`config.mk`:
```
export PLATFORM = sky130hd
export DESIGN_NAME = rgdm_merge
export DESIGN_NICKNAME = d
export VERILOG_FILES = /design/src/design/rgdm_pkg.sv /design/src/design/rgdm_merge.sv
export SDC_FILE = /design/constraint.sdc
export NUM_CORES = 1
export LEC_CHECK = 0
export ABC_CLOCK_PERIOD_IN_PS = 7800
export CAP_MARGIN = 5
export CORE_UTILIZATION = 60
export CTS_BUF_LIST = sky130_fd_sc_hd__clkbuf_16
export DETAILED_ROUTE_END_ITERATION = 16
export DONT_BUFFER_PORTS = 1
export MAX_ROUTING_LAYER = met4
export PLACE_DENSITY = 0.86
export SLEW_MARGIN = 20
export SYNTH_ARGS = -nofsm -noshare
export SYNTH_HDL_FRONTEND = slang
export SYNTH_SLANG_ARGS = --single-unit
```
`constraint.sdc`:
```
create_clock -name clk_i -period 7.8 [get_ports clk_i]
set_clock_uncertainty 0.2 [all_clocks]
set_input_delay 0.39 -clock clk_i [delete_from_list [all_inputs] [get_ports clk_i]]
set_output_delay 0.39 -clock clk_i [all_outputs]
set_load 0.01 [all_outputs]
```
`src/design/rgdm_pkg.sv`:
```
// Shared types, codes and constants of the radius-gated descriptor matcher.
package rgdm_pkg;

  localparam int unsigned MAX_REFS_DEF  = 512;
  localparam int unsigned NUM_LANES_DEF = 4;
  localparam int unsigned DESC_BYTES    = 32;
  localparam int unsigned DESC_BITS     = DESC_BYTES * 8;
  localparam int unsigned GROUP_BYTES   = 8;
  localparam int unsigned NUM_GROUPS    = DESC_BYTES / GROUP_BYTES;
  localparam int unsigned PSUM_W        = 11;
  localparam int unsigned SAD_W         = 13;
  localparam int unsigned R2_W          = 32;
  localparam int unsigned LANE_LAT      = 3;
  localparam logic [15:0] RADIUS_RST    = 16'd320;

  localparam logic [1:0] OP_CLEAR = 2'd0;
  localparam logic [1:0] OP_ADD   = 2'd1;
  localparam logic [1:0] OP_QUERY = 2'd2;

  typedef struct packed {
    logic [1:0]  operation;
    logic [15:0] pos_x;
    logic [15:0] pos_y;
    logic [63:0] desc_word_0;
    logic [63:0] desc_word_1;
    logic [63:0] desc_word_2;
    logic [63:0] desc_word_3;
  } in_req_t;

  typedef struct packed {
    logic [15:0] query_index;
    logic        matched;
    logic [8:0]  ref_index;
    logic [12:0] distance_sum;
    logic        overflow;
  } result_t;

  // Position and descriptor of one keypoint, byte 0 in the low bits.
  typedef struct packed {
    logic [15:0]          pos_x;
    logic [15:0]          pos_y;
    logic [DESC_BITS-1:0] desc;
  } point_t;

  typedef struct packed {
    logic             hit;
    logic [SAD_W-1:0] sad;
  } lane_res_t;

  typedef struct packed {
    logic go;
    logic first;
    logic last;
  } scan_tag_t;

endpackage

```
`src/design/rgdm_merge.sv`:
```
// Lane merge: picks the first lowest SAD of a row, then keeps the running best.
module rgdm_merge #(
  parameter int unsigned NUM_LANES = 4,
  parameter int unsigned LANE_W    = 2,
  parameter int unsigned ROW_W     = 7,
  parameter int unsigned ENT_W     = 9
) (
  input  logic                                  clk_i,
  input  logic                                  rst_ni,
  input  rgdm_pkg::scan_tag_t                   tag_i,
  input  logic [ROW_W-1:0]                      row_i,
  input  rgdm_pkg::lane_res_t [NUM_LANES-1:0]   lanes_i,
  output logic                                  done_o,
  output logic                                  found_o,
  output logic [ENT_W-1:0]                      idx_o,
  output logic [rgdm_pkg::SAD_W-1:0]            sad_o
);
  import rgdm_pkg::*;

  scan_tag_t        tag_dl_q [LANE_LAT];
  logic [ROW_W-1:0] row_dl_q [LANE_LAT];

  logic              row_found;
  logic [SAD_W-1:0]  row_sad;
  logic [LANE_W-1:0] row_lane;

  scan_tag_t         c_tag_q;
  logic              c_found_q;
  logic [SAD_W-1:0]  c_sad_q;
  logic [ENT_W-1:0]  c_idx_q;

  logic              best_found_d, best_found_q;
  logic [SAD_W-1:0]  best_sad_d, best_sad_q;
  logic [ENT_W-1:0]  best_idx_d, best_idx_q;
  logic              done_q;

  // Align the row tag with the lane results.
  always_ff @(posedge clk_i or negedge rst_ni) begin
    if (!rst_ni) begin
      for (int i = 0; i < LANE_LAT; i++) begin
        tag_dl_q[i] <= '0;
      end
    end else begin
      tag_dl_q[0] <= tag_i;
      for (int i = 1; i < LANE_LAT; i++) begin
        tag_dl_q[i] <= tag_dl_q[i-1];
      end
    end
  end

  always_ff @(posedge clk_i) begin
    row_dl_q[0] <= row_i;
    for (int i = 1; i < LANE_LAT; i++) begin
      row_dl_q[i] <= row_dl_q[i-1];
    end
  end

  // Lower lane holds the earlier entry, so it wins a tie.
  always_comb begin
    row_found = 1'b0;
    row_sad   = '0;
    row_lane  = '0;
    for (int l = 0; l < NUM_LANES; l++) begin
      if (lanes_i[l].hit && (!row_found || lanes_i[l].sad < row_sad)) begin
        row_found = 1'b1;
        row_sad   = lanes_i[l].sad;
        row_lane  = LANE_W'(l);
      end
    end
  end

  always_ff @(posedge clk_i or negedge rst_ni) begin
    if (!rst_ni) begin
      c_tag_q   <= '0;
      c_found_q <= 1'b0;
    end else begin
      c_tag_q   <= tag_dl_q[LANE_LAT-1];
      c_found_q <= row_found;
    end
  end

  always_ff @(posedge clk_i) begin
    c_sad_q <= row_sad;
    c_idx_q <= {row_dl_q[LANE_LAT-1], row_lane};
  end

  always_comb begin
    best_found_d = best_found_q;
    best_sad_d   = best_sad_q;
    best_idx_d   = best_idx_q;
    if (c_tag_q.go) begin
      if (c_tag_q.first) begin
        best_found_d = 1'b0;
        best_sad_d   = '0;
        best_idx_d   = '0;
      end
      if (c_found_q && (!best_found_d || c_sad_q < best_sad_d)) begin
        best_found_d = 1'b1;
        best_sad_d   = c_sad_q;
        best_idx_d   = c_idx_q;
      end
    end
  end

  always_ff @(posedge clk_i or negedge rst_ni) begin
    if (!rst_ni) begin
      best_found_q <= 1'b0;
      best_sad_q   <= '0;
      best_idx_q   <= '0;
      done_q       <= 1'b0;
    end else begin
      best_found_q <= best_found_d;
      best_sad_q   <= best_sad_d;
      best_idx_q   <= best_idx_d;
      done_q       <= c_tag_q.go && c_tag_q.last;
    end
  end

  assign done_o  = done_q;
  assign found_o = best_found_q;
  assign idx_o   = best_idx_q;
  assign sad_o   = best_sad_q;

endmodule

```
### After elaboration in Yosys (flattened, before gate mapping)

Memories as Yosys holds them, arrays and structs flattened. A register that Yosys moved wholly into a read port is not among the register bits.
Cells that the tools add are included.
W data, S select, Z words.

* bits in writable memories: 21
* register bits after elaboration: 52
* output and inout port bits: 24
* memories kept: 1
* logic and storage cells: 59
* bits of input ports: 68

Memory list
* row_dl_q: words 3, width 7, rd ports 3, clocked after Yosys merged registers in 1, wr ports 3, line rgdm_merge.sv:21 `logic [ROW_W-1:0] row_dl_q [LANE_LAT];`

* mux-type cells: 18
* order comparisons: 4
* reductions and logical operators: 16

Operators by type and width (number)
* $mux W13: 7
* $lt A13 B13 Y1: 4
* $mux W9: 2
* $mux W1: 9
* $logic_and A1 B1 Y1: 5
* $logic_not A1 Y1: 4
* $logic_or A1 B1 Y1: 4
* $reduce_and A2 Y1: 1
* $reduce_bool A2 Y1: 1
* $reduce_or A2 Y1: 1

### Longest topological paths before layout

Gate-level depths: netlist (run 1).

* depth after elaboration: 13
* depth in mapped cells: 33
* depth with buffers taken out: 26

### Worst setup path before layout (run 1)

Ideal clock, no wire load.

* path type: input to register
* start point: input port lanes_i[13] (netlist bit)
* end point: register c_sad_q[0]
* data required time: 7477 ps
* path buffers: 6
* arrival: 6070 ps
* stages: 29
* slack: 1406 ps
* cells stage by stage: buf_2 -> buf_1 -> buf_1 -> nand2_1 -> ha_1 -> a211oi_2 -> nand2_1 -> o31ai_4 -> a21oi_4 -> clkbuf_1 -> o21ai_0 -> inv_1 -> ha_1 -> a211oi_1 -> nor2_1 -> nor3b_1 -> a22oi_1 -> o41a_1 -> buf_6 -> buf_8 -> mux2i_2 -> ha_1 -> a21o_1 -> a21o_1 -> a21oi_1 -> inv_1 -> a2111oi_4 -> o311ai_4 -> mux2_1

* longest elaborated chain between the ends: 13
* elaborated cells between the ends (all ways): 19
* those cells by class: order compare (3); mux (7); reduce/logical (9)

RTL lines
* from (decl): line rgdm_merge.sv:12 `input rgdm_pkg::lane_res_t [NUM_LANES-1:0] lanes_i,`
* $mux W13 / $mux W1 (equally long branches): line rgdm_merge.sv:64 `if (lanes_i[l].hit && (!row_found || lanes_i[l].sad < row_sad)) begin`
* $lt A13 B13 Y1 / $logic_not A1 Y1 (equally long branches): line rgdm_merge.sv:64
* $logic_or A1 B1 Y1: line rgdm_merge.sv:64
* $logic_and A1 B1 Y1: line rgdm_merge.sv:64
* $mux W13 / $mux W1 (equally long branches): line rgdm_merge.sv:64
* $lt A13 B13 Y1 / $logic_not A1 Y1 (equally long branches): line rgdm_merge.sv:64
* $logic_or A1 B1 Y1: line rgdm_merge.sv:64
* $logic_and A1 B1 Y1: line rgdm_merge.sv:64
* $mux W13 / $mux W1 (equally long branches): line rgdm_merge.sv:64
* $lt A13 B13 Y1 / $logic_not A1 Y1 (equally long branches): line rgdm_merge.sv:64
* $logic_or A1 B1 Y1: line rgdm_merge.sv:64
* $logic_and A1 B1 Y1: line rgdm_merge.sv:64
* $mux W13 (*): line rgdm_merge.sv:64
* net row_sad[0]: line rgdm_merge.sv:24 `logic [SAD_W-1:0] row_sad;`
* to (signal assigned): line rgdm_merge.sv:83 `c_sad_q <= row_sad;`
* to (decl): line rgdm_merge.sv:29 `logic [SAD_W-1:0] c_sad_q;`

The timed path passes the listed nets; every way through them passes the cells marked *.
A chain may end at the register's enable or synchronous reset.

### Worst setup path after layout (run 1)

* start point: input port lanes_i[4] (netlist bit)
* end point: register c_sad_q[0]

* longest elaborated chain between the ends: 13
* elaborated cells between the ends (all ways): 17
* those cells by class: order compare (3); mux (6); reduce/logical (8)

RTL lines (line)
* $mux W13 (*): rgdm_merge.sv:64
* $lt A13 B13 Y1: rgdm_merge.sv:64
* $logic_or A1 B1 Y1: rgdm_merge.sv:64
* $logic_and A1 B1 Y1: rgdm_merge.sv:64
* $mux W13 / $mux W1 (equally long branches): rgdm_merge.sv:64
* $lt A13 B13 Y1 / $logic_not A1 Y1 (equally long branches): rgdm_merge.sv:64
* $logic_or A1 B1 Y1: rgdm_merge.sv:64
* $logic_and A1 B1 Y1: rgdm_merge.sv:64
* $mux W13 / $mux W1 (equally long branches): rgdm_merge.sv:64
* $lt A13 B13 Y1 / $logic_not A1 Y1 (equally long branches): rgdm_merge.sv:64
* $logic_or A1 B1 Y1: rgdm_merge.sv:64
* $logic_and A1 B1 Y1: rgdm_merge.sv:64
* $mux W13 (*): rgdm_merge.sv:64
* net row_sad[0]: rgdm_merge.sv:24

Marked as above.

==> results of run 1 <==
synthesized netlist by cell type, types with 2 or more instances:
| cell | n |
|---|---|
| a2111oi_4 | 2 |
| a211oi_1 | 3 |
| a211oi_2 | 2 |
| a21o_1 | 11 |
| a21oi_1 | 15 |
| a22o_1 | 14 |
| buf_1 | 2 |
| buf_6 | 4 |
| buf_8 | 2 |
| clkbuf_1 | 3 |
| dfrtp_1 | 37 |
| dfxtp_1 | 43 |
| ha_1 | 48 |
| inv_1 | 49 |
| mux2i_1 | 25 |
| mux2i_2 | 6 |
| mux2i_4 | 2 |
| nand2_1 | 35 |
| nand2b_1 | 15 |
| nand3_1 | 13 |
| nand4_1 | 6 |
| nor2_1 | 4 |
| nor2b_1 | 4 |
| o21ai_0 | 19 |
layer usage:
layer / share of wire / GRT usage
met1: 0.43 / 0.2884
met2: 0.50 / 0.4186
met3: 0.054 / 0.06420
met4: 0.024 / 0.1063
met5: 0 / -
flip-flops by register name, summed over array words and instances (netlist names):
name       cells
row_dl_q      21
c_sad_q       13
sad_o         13
c_idx_q        9
idx_o          9
tag_dl_q       9
c_tag_q        3
c_found_q      1
done_o         1
found_o        1
report_power, final:
group	switching, mW	leakage, nW	total (mW)	internal, mW
sequential	0.0677	0.811	0.544	0.476
combinational	0.149	1.29	0.289	0.141
clock	0.166	0.142	0.417	0.251
total	0.382	2.24	1.25	0.868
cells by family (layout without fill, tap and decap cells):
family / after synthesis / in the layout / share of synthesized area
flops: 80 / 80 / 0.4327
fa+ha+maj: 48 / 48 / 0.1455
buf+inv: 61 / 90 / 0.06848
mux: 34 / 34 / 0.09424
compound gates: 81 / 81 / 0.1618
simple gates: 82 / 82 / 0.09727
worst max-delay path, stage by stage:
cell and delay [ns]:
nand2_1 0.03, ha_1 0.28, nand2_1 0.06, a311oi_1 0.43
o31ai_4 0.11, a21oi_4 0.49, nand3_1 0.13, o21ai_0 0.19
inv_1 0.09, ha_1 0.31, nand2_1 0.08, o21ai_0 0.15
nand2b_1 0.07, a22oi_1 0.25, a21o_1 0.20, o41a_1 0.88
mux2i_1 0.43, ha_1 0.33, a21o_1 0.17, a21o_1 0.17
a21oi_1 0.18, inv_1 0.10, a2111oi_4 0.39, o311ai_4 0.32
mux2_1 0.41
layout make-up:
| class | instances | area share |
|---|---|---|
| Clock buffer | 9 | 0.04803 |
| Multi-Input combinational cell | 245 | 0.4392 |
| Sequential cell | 80 | 0.3810 |
| Tap cell | 77 | 0.02054 |
| Clock inverter | 7 | 0.01654 |
| Timing Repair Buffer | 25 | 0.05550 |
| Inverter | 49 | 0.03922 |
worst max path at each step:
stage | end | startpoint | cells past startpoint
after global routing | c_sad_q[0]$_DFF_P_ | lanes_i[4] | 25
after floorplan | c_sad_q[0]$_DFF_P_ | lanes_i[13] | 29
after CTS | c_sad_q[0]$_DFF_P_ | lanes_i[4] | 25
final | c_sad_q[0]$_DFF_P_ | lanes_i[4] | 25
after detailed placement | c_sad_q[0]$_DFF_P_ | lanes_i[4] | 24
after global placement | c_sad_q[0]$_DFF_P_ | lanes_i[4] | 25
through the flow:
step	power [mW]	util	area (um^2)	hold WS, ns	worst slack (ns)
after global routing	1.318	0.7220	4690	0.03616	0.6725
after CTS	1.257	0.7205	4679	0.0008349	1.139
after floorplan	0.7753	-	4129	-0.1056	1.407
after global placement	0.8073	0.6353	4126	-0.1049	1.047
after detailed placement	0.8219	0.6353	4126	-0.1047	0.8692
final	1.251	0.7220	4690	0.04888	1.166
timing repair:
| action | 4_1_cts | 5_1_grt |
|---|---|---|
| hold buffers | 24 | 1 |
| hold endpoints to repair | 59 | 1 |
| resized for setup | 0 | 0 |
| buffers inserted | 0 | 0 |
==> flow_metrics.py, run 1 <==
metrics = {
    "run_status": {
        "outcome": "finished with violations",
        "violations": "DRC",
    },
    "timing": {
        "period_needed_ns": 6.634,
        "fmax_ghz": 0.1507,
        "max_slew.worst_pin.slew_ns": 1.050,
        "fin_tns_setup_ns": 0,
        "slew_violations": 0,
        "hold_violations": 0,
        "rsz0062_at_grt": "false",
        "finalCritPeriodShare": 0.8505,
        "slew_headroom": 0.3000,
        "setup_violations": 0,
    },
    "global_route": {
        "grt_overflow": 0,
        "grt_first_pass_wirelength_um": 13540,
        "grt_use_total": 0.2515,
        "grt_max_degree": 38,
        "grt_pass1_vias": 2909,
        "antenna_found_initial": 0,
    },
    "placed_design": {
        "hpwl_um": 5851,
        "dp.cells": 451,
        "globalplace.congestion": 0.9479,
        "io_buffers": 0,
    },
    "cells_and_area": {
        "seq_area_um2": 1787,
        "multiInputGateArea_um2": 2059,
        "num-fill-cells": 474,
        "antenna_cells": 0,
        "drive_above_1_share": 0.08675,
        "layout_commonest_cell": "inv_1",
        "fin_cells": 492,
        "most-common-layout-cells": "49 x inv_1, 48 x ha_1, 43 x dfxtp_1, 37 x dfrtp_1, 35 x nand2_1",
        "nets": 526,
        "syn_to_final_growth_pct": 13.58,
    },
    "hold_path": {
        "hp-class": "input port to flop",
        "min_to": "c_sad_q[6]$_DFF_P_",
        "worstHoldStart": "lanes_i[48]",
        "whs_path_depth": 2,
    },
    "route": {
        "drt_iter0_drc": 115,
        "drtPass1Iterations": 10,
        "drc": 6,
        "via_per_inst": 5.738,
        "wl_per_cell_um": 16.67,
        "vias": 2823,
        "antenna_left": 0,
        "drt-total-wl_um": 8200,
    },
    "yosys": {
        "synth_edf_count": 0,
        "synth_nets": 502,
        "ys_ff_latch": 80,
        "syn_area_um2": 4129,
        "syn_area_per_cell_um2": 10.70,
        "synth_cells": 386,
        "netlist.area_leader.share": 0.2242,
        "yosysTopAreaCell": "dfrtp_1",
        "ys_warn_count": 0,
        "postSynth.asyncResetShare": 0.4625,
        "ys_seq_area_frac": 0.4327,
        "synth_ff_type": "dfxtp_1",
        "synth_top_cells_by_area": "dfrtp_1 22%, dfxtp_1 21%, ha_1 15%, mux2i_1 6.1%, inv_1 4.5%",
        "synth_cell_types": 46,
    },
    "power": {
        "p_per_area_nw_per_um2": 266.7,
        "ir_drop_uv": 153.5,
        "power.leakage_nw": 2.239,
    },
    "die": {
        "dieArea_um2": 7217,
        "io_pins": 92,
        "die_h_um": 84.96,
        "start_util": 0.6357,
        "core_um2": 6495,
        "dieWidth_um": 84.96,
        "num_rows": 29,
    },
    "clocking": {
        "numCtsBuffers": 9,
        "root_buffer": "clkbuf_16",
        "cts_tree": "yes",
        "clk_pin_slew_worst_paths_ns": 0.06,
        "cts.sinks": 80,
        "cts.path.max_buffers": 2,
        "htree_levels": 3,
        "clkLatencyLatePin_ns": 0.33,
    },
    "worst_setup_path": {
        "cp_max_fo": 26,
        "ff2ff_path_depth": 10,
        "crit_type": "input port to flop",
        "reg2reg_from": "c_tag_q[1]$_DFF_PN0_",
        "worst_ep_required_time_ns": 7.81,
        "r2r_end": "idx_o[6]$_DFFE_PN0P_",
        "critPathLaunchType": "input port",
        "cp-end-kind": "flop",
        "r2r_slack_ns": 4.61,
        "arrival_ns": 6.64,
    },
    "run": {
        "drv_cap": 0,
    },
}
(Power assumes the default switching activity.)
==> run 2: changes to the inputs <==
--- a/config.mk
+++ b/config.mk
@@ -7,12 +7,15 @@
 export LEC_CHECK = 0
 export ABC_CLOCK_PERIOD_IN_PS = 7800
 export CAP_MARGIN = 5
+export CORE_ASPECT_RATIO = 1.25
 export CORE_UTILIZATION = 60
 export CTS_BUF_LIST = sky130_fd_sc_hd__clkbuf_16
 export DETAILED_ROUTE_END_ITERATION = 16
 export DONT_BUFFER_PORTS = 1
 export MAX_ROUTING_LAYER = met4
 export PLACE_DENSITY = 0.86
+export RECOVER_POWER = 50
+export SETUP_SLACK_MARGIN = 0.1
 export SLEW_MARGIN = 20
 export SYNTH_ARGS = -nofsm -noshare
 export SYNTH_HDL_FRONTEND = slang
==> run 2 against run 1 <==
Global-route usage fell by 1.2 points. Core utilization fell by 1.8 points. Via count rose by 1.1%. Clock power barely moved. Count of clock-buffer cells in the layout did not move. The run ends with capacitance limit, slew limit left. Largest cell class unchanged. Routed wire length fell by 1.9%. Total power fell by 0.44%. Sequential power barely moved.
==> flow_metrics.py, run 2 (same netlist as run 1, synthesis figures left out) <==
metrics = {
    "run_status": {
        "outcome": "finished with violations",
        "violations": "capacitance limit, slew limit",
    },
    "route": {
        "antenna_left": 0,
        "drt-total-wl_um": 8046,
        "drt_iter0_drc": 81,
        "via_per_inst": 5.719,
        "drc": 0,
        "drtPass1Iterations": 4,
        "wl_per_cell_um": 16.12,
        "vias": 2854,
    },
    "hold_path": {
        "hp-class": "input port to flop",
        "worstHoldStart": "lanes_i[44]",
        "min_to": "c_sad_q[2]$_DFF_P_",
        "whs_path_depth": 2,
    },
    "clocking": {
        "htree_levels": 3,
        "clkLatencyLatePin_ns": 0.33,
        "hold_buffers": 21,
        "clk_pin_slew_worst_paths_ns": 0.06,
        "cts_tree": "yes",
        "cts_setup_buffers": 0,
        "cts.sinks": 80,
        "root_buffer": "clkbuf_16",
        "cts_resized": 0,
        "numCtsBuffers": 9,
        "cts.path.max_buffers": 2,
    },
    "worst_setup_path": {
        "r2r_end": "idx_o[7]$_DFFE_PN0P_",
        "cp-end-kind": "flop",
        "crit_type": "input port to flop",
        "ff2ff_path_depth": 10,
        "worst_ep_required_time_ns": 7.81,
        "r2r_slack_ns": 4.66,
        "arrival_ns": 6.12,
        "cp_max_fo": 26,
        "critPathLaunchType": "input port",
        "reg2reg_from": "c_tag_q[1]$_DFF_PN0_",
    },
    "cells_and_area": {
        "nets": 523,
        "largest_reg_flops": 21,
        "top_register": "row_dl_q",
        "syn_to_final_growth_pct": 12.70,
        "most-common-layout-cells": "49 x inv_1, 48 x ha_1, 43 x dfxtp_1, 37 x dfrtp_1, 35 x nand2_1",
        "layout_commonest_cell": "inv_1",
        "antenna_cells": 0,
        "drive_above_1_share": 0.08738,
    },
    "timing": {
        "max_slew.worst_pin.slew_ns": 1.962,
        "finalCritPeriodShare": 0.7837,
        "slew_violations": 38,
        "slew_headroom": -0.3082,
        "setup_violations": 0,
        "fin_tns_setup_ns": 0,
        "fmax_ghz": 0.1636,
        "rsz0062_at_grt": "false",
        "period_needed_ns": 6.113,
        "hold_violations": 0,
        "setup_slack_ns": 1.687,
    },
    "die": {
        "start_util": 0.6250,
        "num_rows": 33,
        "dieArea_um2": 7219,
        "die_h_um": 94.75,
        "core_um2": 6606,
        "dieWidth_um": 76.20,
        "io_pins": 92,
    },
    "global_route": {
        "grt_use_total": 0.2392,
        "grt_max_degree": 38,
        "grt_pass1_vias": 2839,
        "grt_overflow": 0,
        "grt_first_pass_wirelength_um": 12860,
        "antenna_found_initial": 0,
    },
    "placed_design": {
        "hpwl_um": 6058,
        "place_ws_ns": 1.368,
        "globalplace.congestion": 0.8366,
        "io_buffers": 0,
    },
    "power": {
        "power.leakage_nw": 2.225,
        "p_per_area_nw_per_um2": 267.5,
        "ir_drop_uv": 164.7,
    },
    "run": {
        "drv_cap": 1,
    },
}
## run 2: cell types whose count changed in the layout (fill, tap and decap cells not counted)
cell,previous run,this run
buf_12,1,0
clkinv_4,0,3
clkbuf_1,0,1
clkinvlp_4,2,0
dlygate4sd3_1,24,20
buf_4,0,1
inv_8,1,0
## run 2: worst max-delay path by stage
stage / start / end / slack [ns] / depth (start not counted)
2_1_floorplan: lanes_i[13] / c_sad_q[0]$_DFF_P_ / 1.41 / 29
5_1_grt: lanes_i[11] / c_sad_q[0]$_DFF_P_ / 1.10 / 26
3_5_place_dp: lanes_i[4] / c_sad_q[0]$_DFF_P_ / 1.37 / 25
3_3_place_gp: lanes_i[4] / c_sad_q[0]$_DFF_P_ / 1.64 / 25
4_1_cts: lanes_i[4] / c_sad_q[0]$_DFF_P_ / 1.70 / 25
6_report: lanes_i[4] / c_sad_q[0]$_DFF_P_ / 1.69 / 24
## run 2: critical path, stage by stage
cell	delay (ns)
nand2_1	0.04
ha_1	0.28
nand2_1	0.07
a311oi_1	0.39
o31ai_4	0.11
a21oi_4	0.49
nand3_1	0.13
o21ai_0	0.19
inv_1	0.09
ha_1	0.31
nand4_1	0.11
nor4_1	0.40
a21o_1	0.25
o41a_1	0.21
buf_4	0.29
mux2i_1	0.31
ha_1	0.29
a21o_1	0.16
a21o_1	0.17
a21oi_1	0.21
inv_1	0.11
a2111oi_4	0.39
o311ai_4	0.32
mux2_1	0.42
## run 2: cell type report
type | instances | area, um^2
inverter | 49 | 183.9
timing repair buffer | 22 | 211.5
multi-input combinational | 245 | 2059
clock inverter | 7 | 77.57
clock buffer | 9 | 225.2
fill | 479 | 1953
sequential | 80 | 1787
tap | 87 | 108.9
## run 2: metal layers
layer  GRT usage  up-vias  share of wire
met5           -        -              0
met4     0.09615        0          0.022
met3     0.07440       12          0.068
met2      0.4174       88           0.50
met1      0.2545     1361           0.41
li1            -     1393              -
## run 2: through the flow
stage,power (mW),hold slack (ns),cell area (um^2),std cells,util
floorplan,0.7753,-0.1056,4129,386,-
global placement,0.8073,-0.1048,4146,462,0.6277
finish,1.245,0.008632,4653,499,0.7044
global route,1.309,0.0009313,4653,499,0.7044
detailed placement,0.8236,-0.1047,4146,462,0.6277
CTS,1.256,0.002903,4669,499,0.7068
## run 2: report_power, final
| part | total, mW | switching (mW) | internal (mW) |
|---|---|---|---|
| registers | 0.543 | 0.0662 | 0.476 |
| clock network | 0.417 | 0.167 | 0.250 |
| logic | 0.285 | 0.146 | 0.139 |
| total | 1.24 | 0.379 | 0.866 |
